===== config.mk =====
export PLATFORM = sky130hd
export DESIGN_NAME = calendar_date_advancer_unit
export DESIGN_NICKNAME = d
export VERILOG_FILES = /design/src/rtl/core/cda_pkg.sv /design/src/rtl/core/cda_day_step.sv /design/src/rtl/core/calendar_date_advancer_unit.sv
export SDC_FILE = /design/constraint.sdc
export NUM_CORES = 1
export LEC_CHECK = 0
export BUFFER_PORTS_ARGS = -buffer_cell sky130_fd_sc_hd__buf_4
export CAP_MARGIN = 20
export CORE_MARGIN = 4
export CORE_UTILIZATION = 45
export DETAILED_ROUTE_END_ITERATION = 10
export MAX_ROUTING_LAYER = met4
export SLEW_MARGIN = 20
export SYNTH_ARGS = -nofsm -noshare
export SYNTH_HDL_FRONTEND = slang
export SYNTH_HIERARCHICAL = 1
export SYNTH_SLANG_ARGS = --single-unit

===== constraint.sdc =====
create_clock -name clk -period 4.3 [get_ports clk]
set_input_delay 0.43 -clock clk [delete_from_list [all_inputs] [get_ports clk]]
set_output_delay 0.43 -clock clk [all_outputs]
set_load 0.02 [all_outputs]

===== src/rtl/core/cda_pkg.sv =====
// Package for the calendar date advancer: sequencer states, command codes,
// calendar constants, the day-step status struct and month-length helpers.
// No dependencies.
`default_nettype none

package cda_pkg;

  typedef enum logic [1:0] {
    ST_IDLE,
    ST_MOD,
    ST_STEP,
    ST_DONE
  } state_t;

  localparam logic CMD_SET     = 1'b0;
  localparam logic CMD_ADVANCE = 1'b1;

  localparam logic [15:0] BASE_YEAR     = 16'd1900;
  localparam logic [8:0]  LEAP_CYCLE    = 9'd400;
  localparam logic [8:0]  BASE_YEAR_MOD = 9'd300;  // 1900 mod 400
  localparam logic [8:0]  CENTURY_1     = 9'd100;
  localparam logic [8:0]  CENTURY_2     = 9'd200;
  localparam logic [8:0]  CENTURY_3     = 9'd300;
  localparam int unsigned NEW_YEAR_W    = 16;

  localparam logic [3:0] MONTH_FEB  = 4'd2;
  localparam logic [3:0] MONTH_APR  = 4'd4;
  localparam logic [3:0] MONTH_JUN  = 4'd6;
  localparam logic [3:0] MONTH_SEP  = 4'd9;
  localparam logic [3:0] MONTH_NOV  = 4'd11;
  localparam logic [3:0] LAST_MONTH = 4'd12;

  localparam logic [4:0] LEN_LONG  = 5'd31;
  localparam logic [4:0] LEN_SHORT = 5'd30;
  localparam logic [4:0] LEN_LEAP  = 5'd29;
  localparam logic [4:0] LEN_FEB   = 5'd28;

  // Result of one calendar step
  typedef struct packed {
    logic [4:0] day;
    logic [3:0] month;
    logic       year_inc;
    logic       ovf;
  } step_t;

  // Leap status from the year taken modulo 400
  function automatic logic leap_of_mod(input logic [8:0] ymod);
    leap_of_mod = (ymod[1:0] == 2'b00) && (ymod != CENTURY_1) &&
                  (ymod != CENTURY_2) && (ymod != CENTURY_3);
  endfunction

  function automatic logic [4:0] month_len(input logic [3:0] month, input logic leap);
    case (month)
      MONTH_APR, MONTH_JUN, MONTH_SEP, MONTH_NOV: month_len = LEN_SHORT;
      MONTH_FEB: month_len = leap ? LEN_LEAP : LEN_FEB;
      default:   month_len = LEN_LONG;
    endcase
  endfunction

endpackage

`default_nettype wire


===== src/rtl/core/cda_day_step.sv =====
// Single-day calendar step: next day and month, year carry and overflow.
// Depends on cda_pkg.
`default_nettype none

module cda_day_step
  import cda_pkg::*;
(
  input  wire logic [4:0] day,
  input  wire logic [3:0] month,
  input  wire logic       leap,
  input  wire logic       year_at_max,
  output step_t           step
);

  logic [4:0] len;

  always_comb begin
    len           = month_len(month, leap);
    step.day      = day;
    step.month    = month;
    step.year_inc = 1'b0;
    step.ovf      = 1'b0;
    if (day < len) begin
      step.day = day + 5'd1;
    end else if (month < LAST_MONTH) begin
      step.day   = 5'd1;
      step.month = month + 4'd1;
    end else if (year_at_max) begin
      // hold 31 December of the last year
      step.ovf = 1'b1;
    end else begin
      step.day      = 5'd1;
      step.month    = 4'd1;
      step.year_inc = 1'b1;
    end
  end

endmodule

`default_nettype wire


===== src/rtl/core/calendar_date_advancer_unit.sv =====
// Top level of the calendar date advancer: stream channels, sequencer,
// date registers and output register. Depends on cda_pkg and cda_day_step.
`default_nettype none

// Usage
//   The block holds a Gregorian date, 1 January 1900 after reset. Each input
//   transaction on in_* carries one command in in_tuser: set loads the date
//   from in_tdata after checking it, advance moves the date forward by
//   day_count days. Every input transaction yields exactly one output
//   transaction on out_* carrying the current date and an error flag.
//   Set: the year is folded modulo 400 one bit per cycle over its 16 bits
//   (the remainder gives the leap status) before the result is registered.
//   Advance: one day-step unit takes one day per cycle until day_count days
//   are walked. Running past 31 December of the last year (2^YEAR_WIDTH - 1)
//   stops the walk there and flags an error.
//   in_tready is high only while the sequencer is idle; one item is worked
//   at a time. A finished result sits in the output register, so the next
//   input transaction is taken while out_tvalid waits; if the receiver still
//   stalls when that item finishes, the sequencer holds in its done state.
//   Reset (rst_n low, synchronous) returns the date to 1 January 1900 and
//   drops any item in progress or result not yet taken.

module calendar_date_advancer_unit
  import cda_pkg::*;
#(
  parameter int unsigned YEAR_WIDTH = 16
) (
  input  wire logic        clk,
  input  wire logic        rst_n,
  input  wire logic        in_tvalid,
  output      logic        in_tready,
  // [4:0] new_day, [8:5] new_month, [24:9] new_year, [40:25] day_count, rest zero
  input  wire logic [47:0] in_tdata,
  // [0] command
  input  wire logic [0:0]  in_tuser,
  output      logic        out_tvalid,
  input  wire logic        out_tready,
  // [4:0] cur_day, [8:5] cur_month, [24:9] cur_year, [25] error, rest zero
  output      logic [31:0] out_tdata
);

  localparam logic [YEAR_WIDTH-1:0] YEAR_MAX = '1;

  state_t state_r, state_nxt;

  logic                  cmd_r, cmd_nxt;
  logic [4:0]            nd_r, nd_nxt;
  logic [3:0]            nm_r, nm_nxt;
  logic [15:0]           ny_r, ny_nxt;
  logic [15:0]           shift_r, shift_nxt;
  logic [3:0]            bit_cnt_r, bit_cnt_nxt;
  logic [8:0]            rem_r, rem_nxt;
  logic [15:0]           cnt_r, cnt_nxt;
  logic                  err_r, err_nxt;

  logic [4:0]            day_r, day_nxt;
  logic [3:0]            month_r, month_nxt;
  logic [YEAR_WIDTH-1:0] year_r, year_nxt;
  logic [8:0]            ymod_r, ymod_nxt;

  logic                  out_valid_r, out_valid_nxt;
  logic [4:0]            out_day_r, out_day_nxt;
  logic [3:0]            out_month_r, out_month_nxt;
  logic [15:0]           out_year_r, out_year_nxt;
  logic                  out_err_r, out_err_nxt;

  logic                  in_fire;
  logic                  done_fire;
  logic [9:0]            rem_shift;
  logic [9:0]            rem_fold;
  logic                  set_ok;
  step_t                 step;

  assign in_tready = (state_r == ST_IDLE);
  assign in_fire   = in_tvalid && in_tready;
  assign done_fire = (state_r == ST_DONE) && (!out_valid_r || out_tready);

  // One bit of the modulo-400 fold of the set year
  assign rem_shift = {rem_r, shift_r[15]};
  assign rem_fold  = (rem_shift >= 10'(LEAP_CYCLE)) ? rem_shift - 10'(LEAP_CYCLE) : rem_shift;

  // Date check for a set command, once the fold has finished
  assign set_ok = (nm_r >= 4'd1) && (nm_r <= LAST_MONTH) &&
                  (ny_r >= BASE_YEAR) && (33'(ny_r) <= 33'(YEAR_MAX)) &&
                  (nd_r >= 5'd1) && (nd_r <= month_len(nm_r, leap_of_mod(rem_r)));

  cda_day_step u_step (
    .day         (day_r),
    .month       (month_r),
    .leap        (leap_of_mod(ymod_r)),
    .year_at_max (year_r == YEAR_MAX),
    .step        (step)
  );

  // Next state
  always_comb begin
    state_nxt = state_r;
    unique case (state_r)
      ST_IDLE: begin
        if (in_fire) begin
          state_nxt = (in_tuser[0] == CMD_SET) ? ST_MOD : ST_STEP;
        end
      end
      ST_MOD: begin
        if (bit_cnt_r == 4'(NEW_YEAR_W - 1)) begin
          state_nxt = ST_DONE;
        end
      end
      ST_STEP: begin
        if ((cnt_r == 16'd0) || step.ovf) begin
          state_nxt = ST_DONE;
        end
      end
      ST_DONE: begin
        if (done_fire) begin
          state_nxt = ST_IDLE;
        end
      end
      default: state_nxt = ST_IDLE;
    endcase
  end

  // Datapath and outputs
  always_comb begin
    cmd_nxt       = cmd_r;
    nd_nxt        = nd_r;
    nm_nxt        = nm_r;
    ny_nxt        = ny_r;
    shift_nxt     = shift_r;
    bit_cnt_nxt   = bit_cnt_r;
    rem_nxt       = rem_r;
    cnt_nxt       = cnt_r;
    err_nxt       = err_r;
    day_nxt       = day_r;
    month_nxt     = month_r;
    year_nxt      = year_r;
    ymod_nxt      = ymod_r;
    out_day_nxt   = out_day_r;
    out_month_nxt = out_month_r;
    out_year_nxt  = out_year_r;
    out_err_nxt   = out_err_r;
    out_valid_nxt = out_valid_r && !out_tready;

    unique case (state_r)
      ST_IDLE: begin
        if (in_fire) begin
          // capture the transaction and prime the fold and the day counter
          cmd_nxt     = in_tuser[0];
          nd_nxt      = in_tdata[4:0];
          nm_nxt      = in_tdata[8:5];
          ny_nxt      = in_tdata[24:9];
          shift_nxt   = in_tdata[24:9];
          cnt_nxt     = in_tdata[40:25];
          bit_cnt_nxt = 4'd0;
          rem_nxt     = 9'd0;
          err_nxt     = 1'b0;
        end
      end
      ST_MOD: begin
        shift_nxt   = {shift_r[14:0], 1'b0};
        rem_nxt     = rem_fold[8:0];
        bit_cnt_nxt = bit_cnt_r + 4'd1;
      end
      ST_STEP: begin
        if (cnt_r != 16'd0) begin
          if (step.ovf) begin
            err_nxt = 1'b1;
          end else begin
            day_nxt   = step.day;
            month_nxt = step.month;
            cnt_nxt   = cnt_r - 16'd1;
            if (step.year_inc) begin
              year_nxt = year_r + YEAR_WIDTH'(1);
              ymod_nxt = (ymod_r == LEAP_CYCLE - 9'd1) ? 9'd0 : ymod_r + 9'd1;
            end
          end
        end
      end
      ST_DONE: begin
        if (done_fire) begin
          out_err_nxt = err_r;
          if (cmd_r == CMD_SET) begin
            out_err_nxt = !set_ok;
            if (set_ok) begin
              day_nxt   = nd_r;
              month_nxt = nm_r;
              year_nxt  = YEAR_WIDTH'(ny_r);
              ymod_nxt  = rem_r;
            end
          end
          out_day_nxt   = day_nxt;
          out_month_nxt = month_nxt;
          out_year_nxt  = 16'(year_nxt);
          out_valid_nxt = 1'b1;
        end
      end
      default: ;
    endcase
  end

  always_ff @(posedge clk) begin
    if (!rst_n) begin
      state_r     <= ST_IDLE;
      out_valid_r <= 1'b0;
      day_r       <= 5'd1;
      month_r     <= 4'd1;
      year_r      <= YEAR_WIDTH'(BASE_YEAR);
      ymod_r      <= BASE_YEAR_MOD;
      bit_cnt_r   <= 4'd0;
      cnt_r       <= 16'd0;
      err_r       <= 1'b0;
    end else begin
      state_r     <= state_nxt;
      out_valid_r <= out_valid_nxt;
      day_r       <= day_nxt;
      month_r     <= month_nxt;
      year_r      <= year_nxt;
      ymod_r      <= ymod_nxt;
      bit_cnt_r   <= bit_cnt_nxt;
      cnt_r       <= cnt_nxt;
      err_r       <= err_nxt;
    end
  end

  // Payload registers: no reset
  always_ff @(posedge clk) begin
    cmd_r       <= cmd_nxt;
    nd_r        <= nd_nxt;
    nm_r        <= nm_nxt;
    ny_r        <= ny_nxt;
    shift_r     <= shift_nxt;
    rem_r       <= rem_nxt;
    out_day_r   <= out_day_nxt;
    out_month_r <= out_month_nxt;
    out_year_r  <= out_year_nxt;
    out_err_r   <= out_err_nxt;
  end

  assign out_tvalid = out_valid_r;
  assign out_tdata  = {6'b0, out_err_r, out_year_r, out_month_r, out_day_r};

  // Held date always a plausible calendar position
  assert property (@(posedge clk) disable iff (!rst_n)
    (day_r != 5'd0) && (month_r != 4'd0) && (month_r <= LAST_MONTH))
    else $error("held date has day or month out of range");

  // Year residue stays below the leap cycle
  assert property (@(posedge clk) disable iff (!rst_n) ymod_r < LEAP_CYCLE)
    else $error("year residue out of range");

  // Busy after taking a transaction
  assert property (@(posedge clk) disable iff (!rst_n) in_fire |=> !in_tready)
    else $error("input taken again while busy");

  // Each step cycle consumes exactly one day
  assert property (@(posedge clk) disable iff (!rst_n)
    ((state_r == ST_STEP) && (cnt_r != 16'd0) && !step.ovf) |=>
      (cnt_r == $past(cnt_r) - 16'd1))
    else $error("day counter did not advance by one");

endmodule

`default_nettype wire


Word level (Yosys, flattened, before mapping)
Cells that the tools add are included.

storage, ports and cells
  bits in registers = 135
  input bits = 53
  logic and storage cells = 168

cells by class
  add/subtract/negate cells = 7
  $lt $le $gt $ge = 8
  eq/ne operators = 35
  muxes and demuxes = 61
  reduce and logical (&&, ||, !) cells = 38

operators by type and width
  cell                                                                 number
  2-to-1 mux 16 bit                                                    10
  one-hot mux 16 bit (2 select lines)                                  3
  2-to-1 mux 9 bit                                                     10
  one-hot mux 9 bit (2 select lines)                                   2
  2-to-1 mux 5 bit                                                     6
  2-to-1 mux 4 bit                                                     6
  == test 4 bit, second input constant                                 5
  != test 2 bit, second input constant                                 10
  one-hot mux 5 bit (2 select lines)                                   2
  != test 9 x 7 -> 1 bit, second input constant                        2
  != test 9 x 8 -> 1 bit, second input constant                        2
  != test 9 bit, second input constant                                 2
  adder 16 x 1 -> 16 bit, second input constant                        1
  == test 16 bit, second input constant                                1
  == test 4 x 3 -> 1 bit, second input constant                        4
  greater-or-equal comparator 16 x 11 -> 1 bit, second input constant  1
  logical NOT 16 bit                                                   1
  one-hot mux 4 bit (2 select lines)                                   2
  nonzero test 16 bit                                                  1
  subtractor 16 x 1 -> 16 bit, second input constant                   1
  logical AND 1 bit                                                    13
  2-to-1 mux 2 bit                                                     6
  AND reduction 4 bit                                                  3
  greater-or-equal comparator 10 x 9 -> 1 bit, second input constant   1
  other kinds (32)                                                     54

Depth between registers and ports, before layout
  word-level depth = 12
  depth in mapped cells = 18
  gate-level depth less buffers = 15

Cells and area by module
Netlist, hierarchy kept.

by module, submodules not included
  module                       times used  cells an instance  area an instance (µm²)
  calendar_date_advancer_unit  1           721                7053.0
  cda_day_step                 1           58                 417.9

Worst setup path after synthesis
OpenSTA, ideal clock, no wires.

  path kind = flip-flop to flip-flop
  start = register ymod_r[3]
  end = register year_r[7]
  library setup time = 0.128 ns
  data arrival time = 2.949 ns
  slack = 1.224 ns
  cell stages (with the launch flop) = 19
  buffers on the path = 3
  clock period less this slack = 3.076 ns
  path through = dfxtp_1 -> clkbuf_1 -> nor4bb_1 -> nor2_1 -> nor3b_1 -> a31oi_1 -> o21a_1 -> nor2b_1 -> o22ai_2 -> o21ai_2 -> buf_6 -> nor2_1 -> nand2_1 -> o211ai_1 -> a211o_1 -> buf_2 -> nor4_1 -> a31oi_1 -> o211ai_1

RTL lines
  item                    RTL line                            RTL
  start, declared         calendar_date_advancer_unit.sv:59   logic [8:0] ymod_r, ymod_nxt;
  start signal, assigned  calendar_date_advancer_unit.sv:218  ymod_r <= ymod_nxt;
  end signal, assigned    calendar_date_advancer_unit.sv:207  year_r <= YEAR_WIDTH'(BASE_YEAR);
  end signal, assigned    calendar_date_advancer_unit.sv:217  year_r <= year_nxt;
  end, declared           calendar_date_advancer_unit.sv:58   logic [YEAR_WIDTH-1:0] year_r, year_nxt;

==> impl_metrics.yaml <==
power:
  switchingPower_w: 0.002258
  peakVddDrop_v: 0.0004343
  p_leak_nw: 3.273
  p_per_area_nw_per_um2: 641.6
  clockPowerShare: 0.258
  p_sw_frac: 0.4018
  seqPwrFrac: 0.387
  internal_power_w: 0.003362
  share_comb_of_total_power: 0.355
timing:
  final-setup-viol-count: 0
  max_freq_mhz: 262.7
  setup_tns_ns: 0
  clock_skew_ns: 0.01109
  grt_setup_unrepaired: "false"
  slew_headroom: 0.3205
  hold_viol_final: 0
  finalMaxSlewViolations: 0
  min_period_ns: 3.806
  tightestPinTransition_ns: 1.018
  period_share: 0.8851
  fin_ws_ns: 0.4941
floorplan:
  die_h_um: 136.9
  num_rows: 46
  dieArea_sq_um: 18730
  die_w_um: 136.9
  initial_core_util: 0.4652
  fp.coreArea_sq_um: 16060
  io_pins: 87
clock_tree:
  clk_latency_ns: 0.43
  htreeDepth: 4
  cts-root-buf: "clkbuf_16"
  cts_tree: "done"
  clkSlewWorstSetupHoldPaths_ns: 0.06
  hold_buffers: 0
  numCtsBuffers: 17
  cts_post_setup_buffers_inserted: 0
  cts_resized: 0
  cts_max_path_buffers: 2
  cts_sinks: 135
synthesis:
  synth_top_area_share: 0.3095
  yosys_register_bits: 135
  yosysWarnings: 6
  synth_top_cell_by_area: "edfxtp_1"
  async_flop_share: 0
  syn_inst: 779
  yosysSeqAreaShare: 0.4649
  synth_area_leaders: "edfxtp_1, dfxtp_1, nand2_1, mux2_2, a21oi_1"
  synthDistinctLibCells: 82
  ys.flop_type: "edfxtp_1"
  syn_avg_cell_area_sq_um: 9.590
  synth_edf_count: 77
  yosys-top-cells-count: "nand2_1, edfxtp_1, dfxtp_1, a21oi_1, nor2_1"
  synth.most_common_cell: "nand2_1"
  syn-cell-area_sq_um: 7471
placed_design:
  place.gp.congestion: 0.9150
  port_buffers: 73
  placed_cells: 1034
  hpwl_mm: 13.35
  dp_slack_ns: 0.5441
global_routing:
  antenna_found_initial: 0
  grt_pass1_wl_mm: 30.37
  grt-ovfl-total: 0
  grt_max_degree: 33
  track_usage: 0.2138
  grt_pass1_vias: 5934
detailed_routing:
  drc_errors: 0
  drt_pre_antenna_iters: 5
  wl_per_cell_um: 17.90
  viasPerCell: 5.853
  postRouteAntennaNets: 0
  vias: 6239
  totalWireLength_mm: 19.08
  initialDrtViolationCount: 565
layout:
  final_cells: 1066
  antenna_cells: 0
  nets: 909
  nFillCells: 1450
  finish.utilization: 0.5456
  drive_above_1_share: 0.1894
  area_growth_pct: 17.27
worst_setup_path:
  crit_type: "flip-flop to flip-flop"
  r2r_setup_slack_ns: 0.49
  r2r_end: "month_r[1]"
  r2r_cells: 14
  rr_startpoint: "ymod_r[7]"
  crit_start: "ymod_r[7]"
  crit_path_start_kind: "flip-flop"
  cp.arrival_ns: 4.08
  critPathRequiredTime_ns: 4.58
  cp-end-kind: "flip-flop"
  critPathMaxFanout: 20
  critPathCapture: "month_r[1]"
worst_hold_path:
  min_from: "in_tdata[2]"
  worstHoldPathType: "input port to flip-flop"
run:
  maxCapViolCount: 0
run_status:
  status: "complete, no violations"
[area by class of cell]
type | instances | area [sq um] | share of cell area
clock buffers | 17 | 425.4 | 0.04856
flip-flops and latches | 135 | 3473 | 0.3965
multi-input cells | 568 | 3646 | 0.4162
clock inverters | 15 | 175.2 | 0.01999
inverters | 28 | 105.1 | 0.01200
well taps | 216 | 270.3 | 0.03085
repair buffers | 87 | 665.6 | 0.07598
[metrics by stage]
stage | power [W] | hold WS, ns | cell area [sq um]
floorplan | 0.003595 | 0.4669 | 7490
global placement | 0.004116 | 0.4861 | 8160
detailed placement | 0.004171 | 0.5109 | 8160
CTS | 0.005639 | 0.1643 | 8761
global route | 0.005981 | 0.1565 | 8761
finish | 0.005621 | 0.1792 | 8761
[registers in the layout (all words and copies together), names as in the netlist]
register and count:
out_err_r 1, shift_r 16, out_year_r 16, cmd_r 1
state_r 2, err_r 1, out_month_r 4, day_r 5
out_tvalid 1, nm_r 4, bit_cnt_r 4, ny_r 16
out_day_r 5, cnt_r 16, rem_r 9, year_r 16
nd_r 5, ymod_r 9, month_r 4
[critical path, cell delays in order, from the launching register on]
cell and delay (ns):
dfxtp_1 0.50, nor4bb_1 0.32, nor2_1 0.08, nor3b_1 0.21, a31oi_1 0.06, o21a_1 0.21
nor2b_1 0.16, o22ai_2 0.16, o21ai_2 0.19, nor2_1 0.52, nand2_1 0.11, o211ai_1 0.22
a21o_1 0.52, nor3_2 0.19, o2bb2ai_1 0.20
[how the worst min path moves through the flow]
| stage | to | cells past startpoint |
|---|---|---|
| after floorplan | cnt_r[1] | 2 |
| after global placement | state_r[1] | 2 |
| after detailed placement | state_r[1] | 2 |
| after CTS | ny_r[11] | 1 |
| after global routing | ny_r[7] | 1 |
| final | nd_r[2] | 1 |
[power by group through the flow]
stage	clock [W]	combinational (W)	sequential [W]
2_1_floorplan	0	0.00153	0.00206
3_3_place_gp	0	0.00194	0.00218
3_5_place_dp	0	0.00198	0.00219
4_1_cts	0.00148	0.00199	0.00216
5_1_grt	0.00154	0.00222	0.00222
6_report	0.00145	0.00199	0.00217
[cells in the final DEF (no fill, tap or decap), types with 7 or more instances in the layout]
master and count:
a21oi_1 52, nor3_1 26, o211ai_1 11, clkbuf_16 17, and3_1 10, mux2_2 24
ha_1 19, nor2b_1 8, o2bb2ai_1 9, edfxtp_1 77, nor2_1 45, nand3_1 33
buf_4 86, o21ai_0 32, dfxtp_1 58, a31oi_1 16, nor3b_1 9, nand4_1 13
and2_1 12, a211oi_1 11, nand2_1 95, nor4_1 11, nand2b_1 7, inv_1 26
[routing by layer]
layer	vias to the layer above	wire length, um	track usage
met5	-	0	-
met4	0	305	0.07095
met3	31	1265	0.05074
met2	203	8707	0.3234
met1	2969	8804	0.2844
li1	3036	-	-
[cells by family (layout without fill, tap and decap cells)]
group	after synthesis	count (layout)	synth area share
and+or+nand+nor	296	296	0.2045
AOI/OAI and AO/OA	206	206	0.1909
DFF	135	135	0.4649
buffers and inverters	81	147	0.04991
muxes	31	31	0.04572
adders and majority gates	19	19	0.03182
xor gates and xnor gates	10	10	0.01172
other	1	6	0.0005019
No activity file was read; power rests on OpenSTA's default activity.
